### src/hdl/mpws_pkg.sv
// ----------------------------------------------------------------------------
// mpws_pkg
// shared codes, defaults, channel control struct and target clamp
// ----------------------------------------------------------------------------
`default_nettype none

package mpws_pkg;

  localparam int CHANNELS_DEF  = 8;
  localparam int DUTY_BITS_DEF = 16;

  localparam logic [15:0] PERIOD_RESET = 16'd1000;
  localparam logic [15:0] MIN_PERIOD   = 16'd2;

  // item kinds
  localparam logic [1:0] KIND_TICK = 2'd0;
  localparam logic [1:0] KIND_REG  = 2'd1;
  localparam logic [1:0] KIND_DUTY = 2'd2;

  // per-channel update controls for one item
  typedef struct packed {
    logic advance;  // item is applied this cycle
    logic wrap;     // tick that starts a new period
    logic reg_wr;   // register item for this channel
    logic duty_wr;  // duty target item for this channel
    logic invert;   // phase invert bit of a register item
  } ctl_t;

  // targets at or above the period become period minus 2
  function automatic logic [31:0] clamp32(input logic [31:0] v, input logic [15:0] p);
    logic [31:0] r;
    if (v >= {16'd0, p}) begin
      r = {16'd0, p} - 32'd2;
    end else begin
      r = v;
    end
    return r;
  endfunction

endpackage

`default_nettype wire

### src/hdl/multichannel_pwm_with_slew.sv
// ----------------------------------------------------------------------------
// multichannel_pwm_with_slew
// pwm channels on one shared period counter with per-channel duty slewing
// ----------------------------------------------------------------------------
//
//  channel  dir  handshake           payload
//  s_       in   s_tvalid/s_tready   tdata: channel, duty, step, invert; tuser: kind
//  m_       out  m_tvalid/m_tready   tdata: channel levels; tuser: period start
//  cfg_     in   cfg_valid/cfg_ready period length
//
//  one item per clock sustained while the output is not stalled; each item
//  is captured in the input register and its result is then registered in
//  the output register. the count, slew adders and level compares of all
//  channels work in parallel between the input and output registers.
//  rst clears the counter and all channel state, period goes to 1000.
//  a stalled output holds its result while one more item waits in the
//  input register; the input stalls only when both are full.
//
`default_nettype none

module multichannel_pwm_with_slew #(
  parameter int CHANNELS  = mpws_pkg::CHANNELS_DEF,
  parameter int DUTY_BITS = mpws_pkg::DUTY_BITS_DEF
) (
  input  wire         clk,
  input  wire         rst,
  // input items
  input  wire         s_tvalid,
  output logic        s_tready,
  input  wire  [39:0] s_tdata,   // channel_index[2:0], duty_value[18:3],
                                 // step_size[34:19], phase_invert[35], zero[39:36]
  input  wire  [1:0]  s_tuser,   // kind[1:0]
  // result items
  output logic        m_tvalid,
  input  wire         m_tready,
  output logic [7:0]  m_tdata,   // channel_levels[7:0]
  output logic [0:0]  m_tuser,   // period_start[0]
  // period length register
  input  wire         cfg_valid,
  output logic        cfg_ready,
  input  wire  [15:0] cfg_data
);

  // config register, always writable
  logic [15:0] period_length;
  assign cfg_ready = 1'b1;

  always_ff @(posedge clk) begin
    if (rst) begin
      period_length <= mpws_pkg::PERIOD_RESET;
    end else if (cfg_valid) begin
      period_length <= cfg_data;
    end
  end

  // input register
  logic        s1_valid;
  logic [1:0]  s1_kind;
  logic [2:0]  s1_ch;
  logic [15:0] s1_duty;
  logic [15:0] s1_step;
  logic        s1_ph;
  logic        advance;

  assign advance  = s1_valid && (!m_tvalid || m_tready);
  assign s_tready = !s1_valid || advance;

  always_ff @(posedge clk) begin
    if (rst) begin
      s1_valid <= 1'b0;
    end else if (s_tvalid && s_tready) begin
      s1_valid <= 1'b1;
    end else if (advance) begin
      s1_valid <= 1'b0;
    end
  end

  always_ff @(posedge clk) begin
    if (s_tvalid && s_tready) begin
      s1_kind <= s_tuser;
      s1_ch   <= s_tdata[2:0];
      s1_duty <= s_tdata[18:3];
      s1_step <= s_tdata[34:19];
      s1_ph   <= s_tdata[35];
    end
  end

  // period counter
  logic [15:0] period;
  logic [15:0] tick_count;
  logic [15:0] tick_next;
  logic [16:0] tick_inc;
  logic        is_tick;
  logic        wrap;

  // a period below the minimum runs as the minimum
  assign period   = (period_length < mpws_pkg::MIN_PERIOD) ? mpws_pkg::MIN_PERIOD
                                                           : period_length;
  assign is_tick  = (s1_kind == mpws_pkg::KIND_TICK);
  assign tick_inc = 17'(tick_count) + 17'd1;
  // a counter left beyond a shrunken period wraps on the next tick
  assign wrap     = is_tick && ((tick_count >= period) || (tick_inc >= 17'(period)));

  always_comb begin
    if (!is_tick) begin
      tick_next = tick_count;
    end else if (wrap) begin
      tick_next = '0;
    end else begin
      tick_next = tick_inc[15:0];
    end
  end

  always_ff @(posedge clk) begin
    if (rst) begin
      tick_count <= '0;
    end else if (advance) begin
      tick_count <= tick_next;
    end
  end

  // shared clamp of a new duty target, and the slew step at channel width
  logic [DUTY_BITS-1:0] duty_tgt;
  logic [DUTY_BITS-1:0] step;

  assign duty_tgt = DUTY_BITS'(mpws_pkg::clamp32(32'(s1_duty), period));
  assign step     = DUTY_BITS'(32'(s1_step));

  // channel array; indexes beyond the array never match and are ignored
  logic [CHANNELS-1:0] level;

  for (genvar c = 0; c < CHANNELS; c++) begin : g_ch
    mpws_pkg::ctl_t ctl;
    logic           hit;

    assign hit         = ({4'd0, s1_ch} == 7'(c));
    assign ctl.advance = advance;
    assign ctl.wrap    = wrap;
    assign ctl.reg_wr  = hit && (s1_kind == mpws_pkg::KIND_REG);
    assign ctl.duty_wr = hit && (s1_kind == mpws_pkg::KIND_DUTY);
    assign ctl.invert  = s1_ph;

    mpws_channel #(
      .DUTY_BITS (DUTY_BITS)
    ) u_ch (
      .clk       (clk),
      .rst       (rst),
      .ctl       (ctl),
      .period    (period),
      .tick_next (tick_next),
      .duty_tgt  (duty_tgt),
      .step      (step),
      .level     (level[c])
    );
  end

  // only the first eight channels are reported
  logic [7:0] levels8;

  for (genvar b = 0; b < 8; b++) begin : g_lv
    if (b < CHANNELS) begin : g_on
      assign levels8[b] = level[b];
    end else begin : g_off
      assign levels8[b] = 1'b0;
    end
  end

  // output register
  always_ff @(posedge clk) begin
    if (rst) begin
      m_tvalid <= 1'b0;
    end else if (advance) begin
      m_tvalid <= 1'b1;
    end else if (m_tready) begin
      m_tvalid <= 1'b0;
    end
  end

  always_ff @(posedge clk) begin
    if (advance) begin
      m_tdata    <= levels8;
      m_tuser[0] <= wrap;
    end
  end

  // a wrapping tick leaves the counter at zero
  a_wrap_zero : assert property (@(posedge clk) disable iff (rst)
    advance && wrap |=> tick_count == '0)
    else $error("counter not zero after period start");

  // only ticks report a period start
  a_pstart_tick : assert property (@(posedge clk) disable iff (rst)
    advance && !is_tick |=> !m_tuser[0])
    else $error("period start on a non-tick item");

  // non-tick items leave the counter alone
  a_count_hold : assert property (@(posedge clk) disable iff (rst)
    advance && !is_tick |=> tick_count == $past(tick_count))
    else $error("counter moved on a non-tick item");

  // input stalls only with the input register full and the output blocked
  a_stall_cause : assert property (@(posedge clk) disable iff (rst)
    !s_tready |-> s1_valid && m_tvalid && !m_tready)
    else $error("input stalled without cause");

endmodule

`default_nettype wire

### src/hdl/mpws_channel.sv
// ----------------------------------------------------------------------------
// mpws_channel
// one pwm channel: target, duty, slew step, slew update and level compare
// ----------------------------------------------------------------------------
`default_nettype none

module mpws_channel #(
  parameter int DUTY_BITS = mpws_pkg::DUTY_BITS_DEF
) (
  input  wire                  clk,
  input  wire                  rst,
  input  mpws_pkg::ctl_t       ctl,
  input  wire [15:0]           period,     // effective period, at least 2
  input  wire [15:0]           tick_next,  // count after this item
  input  wire [DUTY_BITS-1:0]  duty_tgt,   // already clamped
  input  wire [DUTY_BITS-1:0]  step,
  output logic                 level       // level after this item
);

  logic [DUTY_BITS-1:0] target;
  logic [DUTY_BITS-1:0] current;
  logic [DUTY_BITS-1:0] slew;
  logic                 inverted;
  logic                 enabled;

  logic [DUTY_BITS-1:0] current_next;
  logic [DUTY_BITS-1:0] diff;
  logic [DUTY_BITS-1:0] move;
  logic [DUTY_BITS-1:0] target_reclamp;

  assign target_reclamp = DUTY_BITS'(mpws_pkg::clamp32(32'(target), period));

  // slew an enabled channel toward target on period start; zero slew jumps to it
  always_comb begin
    current_next = current;
    diff         = (current < target) ? (target - current) : (current - target);
    move         = (diff < slew) ? diff : slew;
    if (ctl.wrap && enabled && (current != target)) begin
      if (slew == '0) begin
        current_next = target;
      end else if (current < target) begin
        current_next = current + move;
      end else begin
        current_next = current - move;
      end
    end
  end

  // level against the post-item state
  always_comb begin
    logic en_n;
    logic inv_n;
    en_n  = enabled | ctl.reg_wr;
    inv_n = ctl.reg_wr ? ctl.invert : inverted;
    if (!en_n) begin
      level = 1'b0;
    end else if (inv_n) begin
      level = (33'(tick_next) + 33'(current_next)) >= 33'(period);
    end else begin
      level = 32'(tick_next) < 32'(current_next);
    end
  end

  always_ff @(posedge clk) begin
    if (rst) begin
      target   <= '0;
      current  <= '0;
      slew     <= '0;
      inverted <= 1'b0;
      enabled  <= 1'b0;
    end else if (ctl.advance) begin
      current <= current_next;
      if (ctl.reg_wr) begin
        inverted <= ctl.invert;
        slew     <= step;
        enabled  <= 1'b1;
        target   <= target_reclamp;
      end else if (ctl.duty_wr) begin
        target <= duty_tgt;
      end
    end
  end

endmodule

`default_nettype wire
### config.mk
export PLATFORM = sky130hd
export DESIGN_NAME = multichannel_pwm_with_slew
export DESIGN_NICKNAME = d
export VERILOG_FILES = /design/src/hdl/mpws_pkg.sv /design/src/hdl/multichannel_pwm_with_slew.sv /design/src/hdl/mpws_channel.sv
export SDC_FILE = /design/constraint.sdc
export NUM_CORES = 2
export LEC_CHECK = 0
export BUFFER_PORTS_ARGS = -buffer_cell sky130_fd_sc_hd__buf_2
export CAP_MARGIN = 10
export CORE_ASPECT_RATIO = 1.5
export CORE_MARGIN = 5
export CORE_UTILIZATION = 55
export CTS_BUF_LIST = sky130_fd_sc_hd__clkbuf_8
export DETAILED_ROUTE_END_ITERATION = 16
export GPL_TIMING_DRIVEN = 0
export PLACE_DENSITY = 0.71
export SYNTH_ARGS = -nofsm -noshare
export SYNTH_HDL_FRONTEND = slang
export SYNTH_SLANG_ARGS = --single-unit
### constraint.sdc
create_clock -name clk -period 19.7 [get_ports clk]
set_clock_uncertainty 0.1 [all_clocks]
set_input_delay 0.985 -clock clk [delete_from_list [all_inputs] [get_ports clk]]
set_output_delay 0.985 -clock clk [all_outputs]
set_load 0.01 [all_outputs]
==> metrics.txt <==
status finished, violations left; failing checks capacitance limit, slew limit; DIE AREA 119,000 um2; crit path capture type flop; FF-to-FF End m_tdata[4]; R2R cell count 54; worst skew pair latency 0.83 ns; Chip Width 283 um; RSZ-0062 raised after global routing no; FF/Latch Area 10,100 um2; synth top area cells ha_1 21%, dfxtp_1 14%, a21oi_1 6.3%; Detail Route Antenna Nets 0; initial antenna violation count 18; Lkg Pwr 29.3 nW; maxcap violations 3; CP max FO 10; fill count 10,700; Pwr Total 4.41 mW; Max Root-Sink Buffers 3; RR Startpoint g_ch[4].u_ch.target[15]; Cell variety after synth 105; DP Wirelength 201,000 um; CP startpoint kind flop; # port buffers 67; worst relative slew slack -9.67%; final WL 262,000 um; setup TNS 0 ns; Least-Margin Pin Slew 1.63 ns; critical path data arrival time 14.40 ns; Synth Flop Type dfxtp_1; Peak VDD IR 0.0000688 V; Initial Util 55.3%; fin util 59.8%; Final Cycle Share 71.1%; class of the most critical setup path flop to flop; share of the synthesized area in the top cell type 21.5%; total number of vias 64,000; multi-input gate area in the final layout 47,400 um2; Detailed Routing Iterations Pass 1 9; gpl congestion 1.03; Iteration-0 DRC Markers 5,654; slowest cell on the critical path a211oi_1; list of most frequent post-synthesis cells 1,055 x ha_1, 962 x nand2_1, 772 x a21oi_1, 764 x inv_1, 663 x nor2_1; crit path from g_ch[4].u_ch.target[15]; most frequent cell after synthesis ha_1; Post-synth EDFFs 47; vias per inst 6.42; # clock sinks 481; Seq cells post-synth 481; CTS root buf clkbuf_8; Final setup violation count 0; Remaining Overflow, GRT 0; Final Net Count 9,606; Post-Syn Area 61,500 um2; Data required, critical path 20.09 ns; Yosys warnings 0; crit-path max cell delay 0.64 ns; Reg clk slew, reported paths 0.08 ns; syn nets 9,404; CTS buffer count 88; number of H-tree levels 3; Finished Cell Area 66,600 um2; vias in the first global route 61,400; crit path capture m_tdata[4]; Final Slew Violations 17; synthesized area per cell 7.45 um2; min-delay worst type primary input to flop; Area Overhead vs Synth 8.21%; register-to-register path setup slack 5.69 ns; die height 420 um; CTS tree built; cts hold-fix bufs 0; global-route wire length before repair 379,000 um; GRT Total Usage 41.9%; post-CTS resize count 0; Avg WL per Cell 26.2 um; # rows 150; DRC violations left 0; area leader, netlist ha_1; f_max 71.4 MHz; largest net degree at the start of global routing 23; PD cells 66.3 nW/um2; core box area 111,000 um2; most used cell, CP ha_1; Synth async-reset ratio 0%; share of cells above drive strength 1 6.57%; setup repair bufs after CTS 0; Mapped Cells 8,254; DP Area 64,700 um2; Period minus WS final 14.01 ns; I/O pin count 75; post-synthesis sequential area ratio 16.4%; Hold Violations, Final 0
-- through the flow --
stage | std cells | hold slack, ns | setup slack, ns
6_report | 9981 | 0.226 | 5.69
4_1_cts | 9962 | 0.206 | 5.94
5_1_grt | 9972 | 0.235 | 4.84
3_5_place_dp | 9805 | 0.346 | 6.00
3_3_place_gp | 9765 | 0.341 | 3.58
2_1_floorplan | 8254 | 0.331 | 9.06
-- report_power, final --
part / internal (mW) / leakage (nW) / switching, mW / total [mW]
clock: 0.533 / 0.978 / 0.514 / 1.05
combinational: 0.882 / 24.3 / 1.45 / 2.33
sequential: 1.00 / 3.96 / 0.0275 / 1.03
-- state kept, by name (all words and copies together), names as in the netlist, 16 cells and up --
name / flops
g_ch.u_ch.current: 128
g_ch.u_ch.slew: 128
g_ch.u_ch.target: 128
period_length: 16
s1_duty: 16
s1_step: 16
tick_count: 16
-- worst max-delay path: cells and delay by family (launching register included) --
family	cells	cell delay (ns)
multiplexers	2	0.59
XOR/XNOR	3	0.48
flip-flops	1	0.60
AO/OA/AOI/OAI	23	5.93
AND/OR/NAND/NOR	12	1.74
adder cells (fa/ha/maj)	6	1.83
buffers and inverters	8	2.42
-- logic make-up after synthesis --
kind of cell	after synthesis	share of synthesized area (%)
multiplexers	341	5.78
other	1	0.00610
AND/OR/NAND/NOR	2484	18.4
AO/OA/AOI/OAI	2366	24.4
XOR/XNOR	394	5.71
adder cells (fa/ha/maj)	1087	22.5
buffers and inverters	1100	6.84
flip-flops	481	16.4
-- cell type report --
type	instances	share of cell area, %
Buffer	334	2.02
Antenna cell	14	0.0526
Clock buffer	103	2.13
Multi-Input combinational cell	6673	71.3
Tap cell	1444	2.71
Sequential cell	481	15.2
Timing Repair Buffer	112	1.71
Inverter	766	4.32
Clock inverter	54	0.592
-- cell usage in the layout, fill, tap and decap left out, drive strengths merged, types with 85 or more instances in the layout --
cell type	n
nand3	116
mux2	115
xnor2	242
a21o	207
dfxtp	434
o21a	105
a211oi	133
a21oi	773
nor2b	102
nor2	665
inv	782
nor3	167
mux2i	226
ha	1055
clkbuf	386
nand2	963
o21ai	510
xor2	148
buf	163
nand4	85
-- how the worst min path moves through the flow --
stage                                  to             startpoint  slack (ns)  cells past startpoint
detailed placement  g_ch[4].u_ch.inverted  g_ch[4].u_ch.inverted        0.35                      2
floorplan           g_ch[3].u_ch.inverted  g_ch[3].u_ch.inverted        0.33                      2
global placement    g_ch[3].u_ch.inverted  g_ch[3].u_ch.inverted        0.34                      2
finish                         s1_duty[4]             s_tdata[7]        0.23                      1
global route                   s1_duty[4]             s_tdata[7]        0.24                      1
CTS                            s1_duty[4]             s_tdata[7]        0.21                      1
-- routing by layer --
layer  part of all wire (%)  GRT usage (%)  vias to the layer above
li1                       -              -                    29600
met1                     35           44.5                    30000
met2                     44           68.5                     3214
met3                    9.1           9.32                     1210
met4                     12           40.5                        4
met5                  0.010              0                        -
Power figures use the tool's default switching activity.
